==> src/rtl/sha_pkg.sv <==
// Package for the SHA-1 stream hash unit: function codes, constants, round helpers.
// No dependencies.
package sha_pkg;
  typedef enum logic [1:0] {
    FUNC_ABSORB = 2'd0,
    FUNC_DIGEST = 2'd1,
    FUNC_CLEAR  = 2'd2,
    FUNC_NONE   = 2'd3
  } func_e;

  localparam logic [31:0] H0_INIT = 32'h67452301;
  localparam logic [31:0] H1_INIT = 32'hEFCDAB89;
  localparam logic [31:0] H2_INIT = 32'h98BADCFE;
  localparam logic [31:0] H3_INIT = 32'h10325476;
  localparam logic [31:0] H4_INIT = 32'hC3D2E1F0;
  localparam int unsigned QDEPTH  = 2;

  typedef struct packed {
    func_e      func;
    logic [7:0] data;
  } cmd_t;

  function automatic logic [31:0] round_k(input logic [6:0] r);
    logic [31:0] k;
    if (r < 7'd20)      k = 32'h5A827999;
    else if (r < 7'd40) k = 32'h6ED9EBA1;
    else if (r < 7'd60) k = 32'h8F1BBCDC;
    else                k = 32'hCA62C1D6;
    return k;
  endfunction

  function automatic logic [31:0] round_f(input logic [6:0] r, input logic [31:0] b,
                                          input logic [31:0] c, input logic [31:0] d);
    logic [31:0] f;
    if (r < 7'd20)      f = (b & c) | (~b & d);
    else if (r < 7'd40) f = b ^ c ^ d;
    else if (r < 7'd60) f = (b & c) | (b & d) | (c & d);
    else                f = b ^ c ^ d;
    return f;
  endfunction
endpackage

==> src/rtl/sha_ram.sv <==
// Generic single-port-write, one-read RAM with registered read data.
// No dependencies.
module sha_ram #(
  parameter int Width = 8,
  parameter int Depth = 64
) (
  input  logic                     clk_i,
  input  logic                     we_i,
  input  logic [$clog2(Depth)-1:0] waddr_i,
  input  logic [Width-1:0]         wdata_i,
  input  logic [$clog2(Depth)-1:0] raddr_i,
  output logic [Width-1:0]         rdata_o
);
  logic [Width-1:0] mem_q [Depth];

  always_ff @(posedge clk_i) begin
    if (we_i) mem_q[waddr_i] <= wdata_i;
    rdata_o <= mem_q[raddr_i];
  end
endmodule

==> src/rtl/sha_front.sv <==
// Front end: accepts items, drops unused codes, queues commands for the core.
// Depends on sha_pkg.
module sha_front (
  input  logic          clk_i,
  input  logic          rst_ni,
  input  logic          in_valid_i,
  output logic          in_stall_o,
  input  logic [1:0]    func_i,
  input  logic [7:0]    data_byte_i,
  output logic          cmd_valid_o,
  input  logic          cmd_pop_i,
  output sha_pkg::cmd_t cmd_o
);
  sha_pkg::cmd_t q_q [sha_pkg::QDEPTH];
  logic          wp_q, rp_q;
  logic [1:0]    cnt_q;
  logic          push;

  assign in_stall_o  = (cnt_q == 2'd2);
  assign push        = in_valid_i && !in_stall_o && (func_i != sha_pkg::FUNC_NONE);
  assign cmd_valid_o = (cnt_q != 2'd0);
  assign cmd_o       = q_q[rp_q];

  always_ff @(posedge clk_i) begin
    if (push) q_q[wp_q] <= '{func: sha_pkg::func_e'(func_i), data: data_byte_i};
  end

  always_ff @(posedge clk_i or negedge rst_ni) begin
    if (!rst_ni) begin
      wp_q  <= 1'b0;
      rp_q  <= 1'b0;
      cnt_q <= 2'd0;
    end else begin
      if (push) wp_q <= ~wp_q;
      if (cmd_pop_i) rp_q <= ~rp_q;
      cnt_q <= cnt_q + {1'b0, push} - {1'b0, cmd_pop_i};
    end
  end
endmodule

==> src/rtl/sha_core.sv <==
// Back end: block buffer, 80-round compression, padding and digest output.
// Depends on sha_pkg and sha_ram.
module sha_core (
  input  logic          clk_i,
  input  logic          rst_ni,
  input  logic          cmd_valid_i,
  output logic          cmd_pop_o,
  input  sha_pkg::cmd_t cmd_i,
  output logic          out_valid_o,
  input  logic          out_stall_i,
  output logic [31:0]   digest_word_o,
  output logic [2:0]    word_index_o,
  output logic          last_word_o
);
  typedef enum logic [7:0] {
    S_IDLE  = 8'b0000_0001,
    S_LOAD  = 8'b0000_0010,
    S_ROUND = 8'b0000_0100,
    S_ADD   = 8'b0000_1000,
    S_NEXT  = 8'b0001_0000,
    S_EMIT  = 8'b0010_0000,
    S_PREP  = 8'b0100_0000,
    S_WAIT  = 8'b1000_0000
  } state_e;

  state_e       state_q, state_d;
  logic [31:0]  h_q [5];
  logic [31:0]  hw_q [5];
  logic [31:0]  a_q, b_q, c_q, d_q, e_q;
  logic [31:0]  w_q [16];
  logic [5:0]   fill_q;
  logic [63:0]  len_q;
  logic [6:0]   cnt_q;
  logic         dig_q;   // compressing a padded copy
  logic         second_q; // padding needs a second block
  logic [2:0]   idx_q;
  logic         ov_q;
  logic [31:0]  ow_q;
  logic [2:0]   oi_q;
  logic [5:0]   raddr;
  logic [7:0]   rdata;
  logic         we;
  logic [7:0]   pbyte;
  logic [5:0]   bpos_q;
  logic [31:0]  wnew, t;
  logic [6:0]   r;

  sha_ram #(.Width(8), .Depth(64)) u_buf (
    .clk_i, .we_i(we), .waddr_i(fill_q), .wdata_i(cmd_i.data),
    .raddr_i(raddr), .rdata_o(rdata)
  );

  assign we        = (state_q == S_IDLE) && cmd_valid_i && (cmd_i.func == sha_pkg::FUNC_ABSORB);
  assign cmd_pop_o = (state_q == S_IDLE) && cmd_valid_i;
  // Load runs cnt 0..64: the address is issued in the cycle before its data arrives.
  assign raddr = cnt_q[5:0];
  assign r     = cnt_q;

  // Padded byte at position bpos_q (data read in the previous cycle).
  always_comb begin
    logic [5:0] n;
    n = fill_q;
    if (!dig_q)                             pbyte = rdata;
    else if (!second_q && bpos_q >= 6'd56)  pbyte = len_q[8'd63 - {2'b0, bpos_q[2:0], 3'b0} -: 8];
    else if (second_q && bpos_q < n)        pbyte = rdata;
    else if (second_q && bpos_q == n)       pbyte = 8'h80;
    else if (!second_q && bpos_q < n && n <= 6'd55)  pbyte = rdata;
    else if (!second_q && bpos_q == n && n <= 6'd55) pbyte = 8'h80;
    else                                    pbyte = 8'h00;
  end

  always_comb begin
    wnew = w_q[13] ^ w_q[8] ^ w_q[2] ^ w_q[0];
    wnew = {wnew[30:0], wnew[31]};
    t = {a_q[26:0], a_q[31:27]} + sha_pkg::round_f(r, b_q, c_q, d_q) + e_q
        + sha_pkg::round_k(r) + w_q[0];
  end

  always_comb begin
    state_d = state_q;
    unique case (state_q)
      S_IDLE: if (cmd_valid_i) begin
        if (cmd_i.func == sha_pkg::FUNC_ABSORB && fill_q == 6'd63) state_d = S_PREP;
        else if (cmd_i.func == sha_pkg::FUNC_DIGEST) state_d = S_PREP;
      end
      S_PREP:  state_d = S_LOAD;
      S_LOAD:  if (cnt_q == 7'd64) state_d = S_ROUND;
      S_ROUND: if (cnt_q == 7'd79) state_d = S_ADD;
      S_ADD:   state_d = S_NEXT;
      S_NEXT:  state_d = (dig_q && second_q) ? S_PREP : (dig_q ? S_EMIT : S_IDLE);
      S_EMIT:  state_d = S_WAIT;
      S_WAIT:  if (!ov_q || !out_stall_i) state_d = (idx_q == 3'd5) ? S_IDLE : S_EMIT;
      default: state_d = S_IDLE;
    endcase
  end

  always_ff @(posedge clk_i or negedge rst_ni) begin
    if (!rst_ni) begin
      state_q  <= S_IDLE;
      fill_q   <= '0;
      len_q    <= '0;
      cnt_q    <= '0;
      dig_q    <= 1'b0;
      second_q <= 1'b0;
      idx_q    <= '0;
      ov_q     <= 1'b0;
      h_q[0] <= sha_pkg::H0_INIT; h_q[1] <= sha_pkg::H1_INIT; h_q[2] <= sha_pkg::H2_INIT;
      h_q[3] <= sha_pkg::H3_INIT; h_q[4] <= sha_pkg::H4_INIT;
    end else begin
      state_q <= state_d;
      if (ov_q && !out_stall_i) ov_q <= 1'b0;
      unique case (state_q)
        S_IDLE: if (cmd_valid_i) begin
          unique case (cmd_i.func)
            sha_pkg::FUNC_ABSORB: begin
              fill_q <= fill_q + 6'd1;
              len_q  <= len_q + 64'd8;
              dig_q  <= 1'b0;
              second_q <= 1'b0;
              for (int i = 0; i < 5; i++) hw_q[i] <= h_q[i];
            end
            sha_pkg::FUNC_DIGEST: begin
              dig_q <= 1'b1;
              second_q <= (fill_q > 6'd55);
              for (int i = 0; i < 5; i++) hw_q[i] <= h_q[i];
            end
            sha_pkg::FUNC_CLEAR: begin
              fill_q <= '0;
              len_q  <= '0;
              h_q[0] <= sha_pkg::H0_INIT; h_q[1] <= sha_pkg::H1_INIT;
              h_q[2] <= sha_pkg::H2_INIT; h_q[3] <= sha_pkg::H3_INIT;
              h_q[4] <= sha_pkg::H4_INIT;
            end
            default: ;
          endcase
        end
        S_PREP: begin
          cnt_q <= 7'd1;
          bpos_q <= '0;
          a_q <= hw_q[0]; b_q <= hw_q[1]; c_q <= hw_q[2]; d_q <= hw_q[3]; e_q <= hw_q[4];
        end
        S_LOAD: begin
          // shift bytes into the last word; advance the window once a word is complete
          w_q[15] <= {w_q[15][23:0], pbyte};
          if (bpos_q[1:0] == 2'd0 && bpos_q != 6'd0) begin
            for (int i = 0; i < 15; i++) w_q[i] <= w_q[i+1];
          end
          bpos_q <= bpos_q + 6'd1;
          cnt_q  <= (cnt_q == 7'd64) ? 7'd0 : cnt_q + 7'd1;
        end
        S_ROUND: begin
          for (int i = 0; i < 15; i++) w_q[i] <= w_q[i+1];
          w_q[15] <= wnew;
          e_q <= d_q; d_q <= c_q; c_q <= {b_q[1:0], b_q[31:2]}; b_q <= a_q; a_q <= t;
          cnt_q <= cnt_q + 7'd1;
        end
        S_ADD: begin
          hw_q[0] <= hw_q[0] + a_q; hw_q[1] <= hw_q[1] + b_q; hw_q[2] <= hw_q[2] + c_q;
          hw_q[3] <= hw_q[3] + d_q; hw_q[4] <= hw_q[4] + e_q;
          cnt_q <= '0;
        end
        S_NEXT: begin
          if (!dig_q) begin
            for (int i = 0; i < 5; i++) h_q[i] <= hw_q[i];
            fill_q <= '0;
          end
          second_q <= 1'b0;
          idx_q <= '0;
        end
        S_EMIT: begin
          ov_q <= 1'b1;
          ow_q <= hw_q[idx_q];
          oi_q <= idx_q;
          idx_q <= idx_q + 3'd1;
        end
        default: ;
      endcase
    end
  end

  assign out_valid_o   = ov_q;
  assign digest_word_o = ow_q;
  assign word_index_o  = oi_q;
  assign last_word_o   = (oi_q == 3'd4);
endmodule

==> src/rtl/sha1_stream_hash_unit.sv <==
// Channel | dir | signals
// in      | in  | in_valid_i, in_stall_o, func_i, data_byte_i
// out     | out | out_valid_o, out_stall_i, digest_word_o, word_index_o, last_word_o
// An item is queued at accept and popped by the core once the core is idle; clear and
// absorb, but for a block's 64th byte, leave the core idle, so an idle core takes one
// item per cycle. The 64th byte holds the core through prep, load, 80 rounds, add, commit.
// Digest takes one or two such passes, then five words, each through emit and wait states.
// Reset async active low; in_stall_o rises with two items queued; words wait on out stall.
module sha1_stream_hash_unit (
  input  logic        clk_i,
  input  logic        rst_ni,
  input  logic        in_valid_i,
  output logic        in_stall_o,
  input  logic [1:0]  func_i,
  input  logic [7:0]  data_byte_i,
  output logic        out_valid_o,
  input  logic        out_stall_i,
  output logic [31:0] digest_word_o,
  output logic [2:0]  word_index_o,
  output logic        last_word_o
);
  logic          cmd_valid, cmd_pop;
  sha_pkg::cmd_t cmd;

  sha_front u_front (
    .clk_i, .rst_ni, .in_valid_i, .in_stall_o, .func_i, .data_byte_i,
    .cmd_valid_o(cmd_valid), .cmd_pop_i(cmd_pop), .cmd_o(cmd)
  );

  sha_core u_core (
    .clk_i, .rst_ni, .cmd_valid_i(cmd_valid), .cmd_pop_o(cmd_pop), .cmd_i(cmd),
    .out_valid_o, .out_stall_i, .digest_word_o, .word_index_o, .last_word_o
  );
endmodule

==> config.mk <==
export PLATFORM = sky130hd
export DESIGN_NAME = sha1_stream_hash_unit
export DESIGN_NICKNAME = d
export VERILOG_FILES = /design/src/rtl/sha_pkg.sv /design/src/rtl/sha_ram.sv /design/src/rtl/sha_front.sv /design/src/rtl/sha_core.sv /design/src/rtl/sha1_stream_hash_unit.sv
export SDC_FILE = /design/constraint.sdc
export NUM_CORES = 2
export LEC_CHECK = 0
export BUFFER_PORTS_ARGS = -buffer_cell sky130_fd_sc_hd__buf_2
export CAP_MARGIN = 20
export CORE_ASPECT_RATIO = 0.9
export CORE_UTILIZATION = 60
export DETAILED_ROUTE_END_ITERATION = 7
export HOLD_SLACK_MARGIN = 0.1
export PLACE_DENSITY = 0.75
export SLEW_MARGIN = 20
export SYNTH_ARGS = -nofsm -noshare
export SYNTH_HDL_FRONTEND = slang
export SYNTH_SLANG_ARGS = --single-unit
==> constraint.sdc <==
create_clock -name clk_i -period 28.8 [get_ports clk_i]
set_input_delay 1.44 -clock clk_i [delete_from_list [all_inputs] [get_ports clk_i]]
set_output_delay 1.44 -clock clk_i [all_outputs]
set_load 0.1 [all_outputs]
==> metrics.csv <==
stage,metric,value,unit
min_path,Hold Path Class,flip-flop to flip-flop,
route,detailed-route via count,48100,
sta,Setup Total Neg Slack,0,ns
placement,detailed-placement wirelength estimate,122000,um
cells_and_area,highest-count cells in the layout ignoring fill and taps,"sky130_fd_sc_hd__edfxtp_1, sky130_fd_sc_hd__nand2_1, sky130_fd_sc_hd__o21ai_0",
sta,worst setup skew after layout,0.0528,ns
synthesis,Area contributors post-synth,"sky130_fd_sc_hd__edfxtp_1, sky130_fd_sc_hd__dfrtp_1, sky130_fd_sc_hd__mux4_2",
synthesis,Synth Cell Area,76900,um^2
power,Power per Cell Area,86.4,nW/um^2
synthesis,predominant post-synthesis flop cell,sky130_fd_sc_hd__edfxtp_1,
route,DRC viols,0,
route,average wire per standard cell,24.9,um
floorplanning,initial cell density of the core,0.605,
cells_and_area,fraction of final layout cells with drive strength greater than 1,0.122,
synthesis,sequential area share after synthesis,0.634,
floorplanning,Die Ht,342,um
sta,highest clock rate,0.116,GHz
critical_path,Worst setup SP type,flip-flop,
synthesis,largest area contributor in the netlist,sky130_fd_sc_hd__edfxtp_1,
global_routing,GRT Util Overall,0.298,
route,via density per instance,6.31,
cells_and_area,number of inserted filler cells in the final layout,8779,
cells_and_area,Syn-to-layout area delta,9.91,%
sta,clock period minus final worst setup slack,8.59,ns
critical_path,worst-path maximum fanout,21,
route,DRT antenna net count,0,
critical_path,sum of buffers and inverters on the critical path,6,
critical_path,data arrival time of the critical path,9.08,ns
route,total length of routed wires,190000,um
synthesis,Mapped Nets,6083,
global_routing,initial antenna violation count,2,
floorplanning,die width,379,um
critical_path,largest stage delay on the critical path,0.73,ns
cts,count of buffers added by post-CTS timing repair for setup,0,
global_routing,wire length of the first global-routing pass,288000,um
critical_path,cells traversed along the worst timing path,and3_1 > or3_1 > buf_4 > nand2_1 > buf_4 > clkinv_1 > a221oi_1 > fa_1 > inv_1 > fa_1 > inv_1 > fa_1 > inv_1 > ha_1 > a211oi_1 > o211ai_1 > a41oi_1 > o31ai_1 > a2111oi_0 > o31ai_1 > a21o_1 > a21oi_1 > xor2_1 > o21ai_1,
synthesis,yosys synthesis warning count,0,
floorplanning,Die Area,130000,um^2
route,First DRT Iteration DRCs,5526,
placement,final weighted congestion in routability-driven placement,0.955,
floorplanning,standard cell core area,127000,um^2
global_routing,number of global-route vias before repair,46500,
placement,Buffers on Ports,51,
synthesis,cell count after synthesis,5734,
cts,TritonCTS clock tree,yes,
cts,library cell used as clock root buffer,sky130_fd_sc_hd__clkbuf_16,
global_routing,maximum number of pins on one net before global-route repair,166,
sta,max-slew violations,0,
cts,CTS clock-pin slew for the worst setup and hold paths,0.06,ns
sta,Setup Viol. Count Final,0,
sta,relative slew slack,0.260,
cells_and_area,"Core Util, Final",0.665,
critical_path,CP Data Required Time,29.29,ns
synthesis,synthesized flop and latch total,1665,
critical_path,cell family with most CP delay,compound AO/OA/AOI/OAI gates,
synthesis,mean instance size in the synthesized netlist,13.4,um^2
cts,CTS Buf Count,164,
cts,number of resized instances in the post-cts repair step,0,
global_routing,total global routing overflow,0,
outcome,outcome,finished clean,
sta,final worst path period share,0.298,
cts,H-tree depth,4,
cells_and_area,net count reported at finish,6133,
route,Initial DRT Pass Iterations,7,
synthesis,async set or reset register ratio after synthesis,0.151,
sta,RSZ-0062 raised after global routing,false,
cts,number of clock sinks,1665,
power,highest ir drop seen on vdd,0.0594,mV
cts,number of buffers between clock root and the deepest sink,3,
floorplanning,number of top-level pins,52,
flow_run,Max-Cap Viols,0,
cells_and_area,"leading cell type in the layout, fill and taps excluded",sky130_fd_sc_hd__edfxtp_1,
sta,final hold vios,0,
critical_path,Crit Path Category,flip-flop to flip-flop,
cts,CTS hold repair buffers,0,
critical_path,highest-delay cell along the critical path,sky130_fd_sc_hd__a2111oi_0,
cells_and_area,number of antenna cells inserted,0,
sta,transition at the pin with the smallest max-transition slack,1.11,ns
power,Pleak,30.9,nW
synthesis,area share of the largest cell type after synthesis,0.549,
synthesis,post-synthesis cell type count,84,
synthesis,Post-synth EDFFs,1405,
floorplanning,num rows,124,
cts,worst-skew pair later-pin latency,0.82,ns
critical_path,type of destination of the critical path,flip-flop,
==> power breakdown <==
| group | switching, mW | internal, mW | total [mW] |
|---|---|---|---|
| registers | 0.203 | 3.01 | 3.21 |
| clock network | 0.947 | 1.24 | 2.18 |
| logic | 1.17 | 0.740 | 1.91 |
| total | 2.32 | 4.98 | 7.30 |
==> metrics by stage <==
stage	power [mW]	instances	setup WS, ns	hold slack (ns)	area (um^2)
after CTS	7.30	7624	20.37	0.377	84500
final	7.30	7625	20.21	0.374	84500
after detailed placement	5.12	7318	20.49	0.405	79000
after global placement	5.06	7318	20.70	0.401	79000
after global routing	7.62	7625	19.77	0.406	84500
after floorplan	4.61	5734	2.74	0.400	76900
==> final cells by class <==
| class | instances | area [um^2] | share of cell area |
|---|---|---|---|
| Multi-Input combinational cell | 3599 | 26500 | 0.313 |
| Inverter | 243 | 912 | 0.0108 |
| Clock buffer | 210 | 4440 | 0.0525 |
| Timing Repair Buffer | 111 | 766 | 0.00906 |
| Tap cell | 1701 | 2130 | 0.0252 |
| Sequential cell | 1665 | 48800 | 0.577 |
| Clock inverter | 96 | 1020 | 0.0121 |
==> synth_stat cells (25+ instances only) <==
| cell | instances |
|---|---|
| sky130_fd_sc_hd__edfxtp_1 | 1405 |
| sky130_fd_sc_hd__nand2_1 | 943 |
| sky130_fd_sc_hd__o21ai_0 | 521 |
| sky130_fd_sc_hd__nor2_1 | 325 |
| sky130_fd_sc_hd__inv_1 | 242 |
| sky130_fd_sc_hd__ha_1 | 216 |
| sky130_fd_sc_hd__xnor2_1 | 197 |
| sky130_fd_sc_hd__clkbuf_1 | 193 |
| sky130_fd_sc_hd__a21oi_1 | 190 |
| sky130_fd_sc_hd__mux4_2 | 189 |
| sky130_fd_sc_hd__dfrtp_1 | 171 |
| sky130_fd_sc_hd__xor2_1 | 122 |
| sky130_fd_sc_hd__fa_1 | 119 |
| sky130_fd_sc_hd__dfstp_2 | 81 |
| sky130_fd_sc_hd__a21o_1 | 78 |
| sky130_fd_sc_hd__nand3_1 | 73 |
| sky130_fd_sc_hd__mux2_2 | 52 |
| sky130_fd_sc_hd__mux2i_1 | 50 |
| sky130_fd_sc_hd__nand2b_1 | 38 |
| sky130_fd_sc_hd__or3_1 | 35 |
| sky130_fd_sc_hd__nor3_1 | 34 |
| sky130_fd_sc_hd__buf_1 | 32 |
| sky130_fd_sc_hd__o31ai_1 | 30 |
| sky130_fd_sc_hd__a211oi_1 | 28 |
| sky130_fd_sc_hd__a221oi_1 | 25 |
==> sequential cells by signal, indices dropped and copies added (netlist names), 2 cells and up <==
register              flops
u_core.d_q               32
u_core.word_index_o       3
u_core.len_q             61
u_core.c_q               32
u_core.cnt_q              7
u_core.hw_q             160
u_core.u_buf.mem_q      512
u_core.h_q              160
u_core.e_q               32
u_core.b_q               32
u_core.a_q               32
u_core.state_q            8
u_core.digest_word_o     32
u_core.fill_q             6
u_front.q_q              20
u_core.w_q              512
u_core.idx_q              3
u_front.cnt_q             2
u_core.bpos_q             6
u_core.u_buf.rdata_o      8
==> path summary, 6_finish.rpt <==
path / slack (ns) / to / cells past startpoint / from
min in group asynchronous: 0.55 / u_core.state_q[4] / 1 / rst_ni
worst min-delay path: 0.37 / u_core.w_q[0][6] / 0 / u_core.w_q[1][6]
worst max-delay path: 20.21 / u_core.a_q[30] / 24 / u_core.cnt_q[4]
max in group asynchronous: 25.93 / u_core.h_q[148] / 3 / rst_ni
worst min register to register: 0.37 / u_core.w_q[0][6] / 0 / u_core.w_q[1][6]
worst max register to register: 20.21 / u_core.a_q[30] / 24 / u_core.cnt_q[4]
==> cell families (layout without fill, tap and decap cells) <==
logic type / Yosys count / count (layout) / share of synthesized area
buffers and inverters: 470 / 660 / 0.0230
DFF: 1665 / 1665 / 0.634
muxes: 291 / 291 / 0.0695
and+or+nand+nor: 1584 / 1584 / 0.0875
xor gates and xnor gates: 319 / 319 / 0.0363
adders and majority gates: 335 / 335 / 0.0661
AOI/OAI and AO/OA: 1070 / 1070 / 0.0835
==> metal layers <==
metal | share of wire | vias to the layer above | global-route usage | wire (um)
li1 | - | 21100 | - | -
met1 | 0.41 | 24100 | 0.442 | 78700
met2 | 0.45 | 2567 | 0.446 | 86100
met3 | 0.10 | 356 | 0.0597 | 19600
met4 | 0.030 | 0 | 0.0945 | 5730
met5 | 0 | - | 0 | 0
Note: power is estimated with default switching activity, not from simulation.
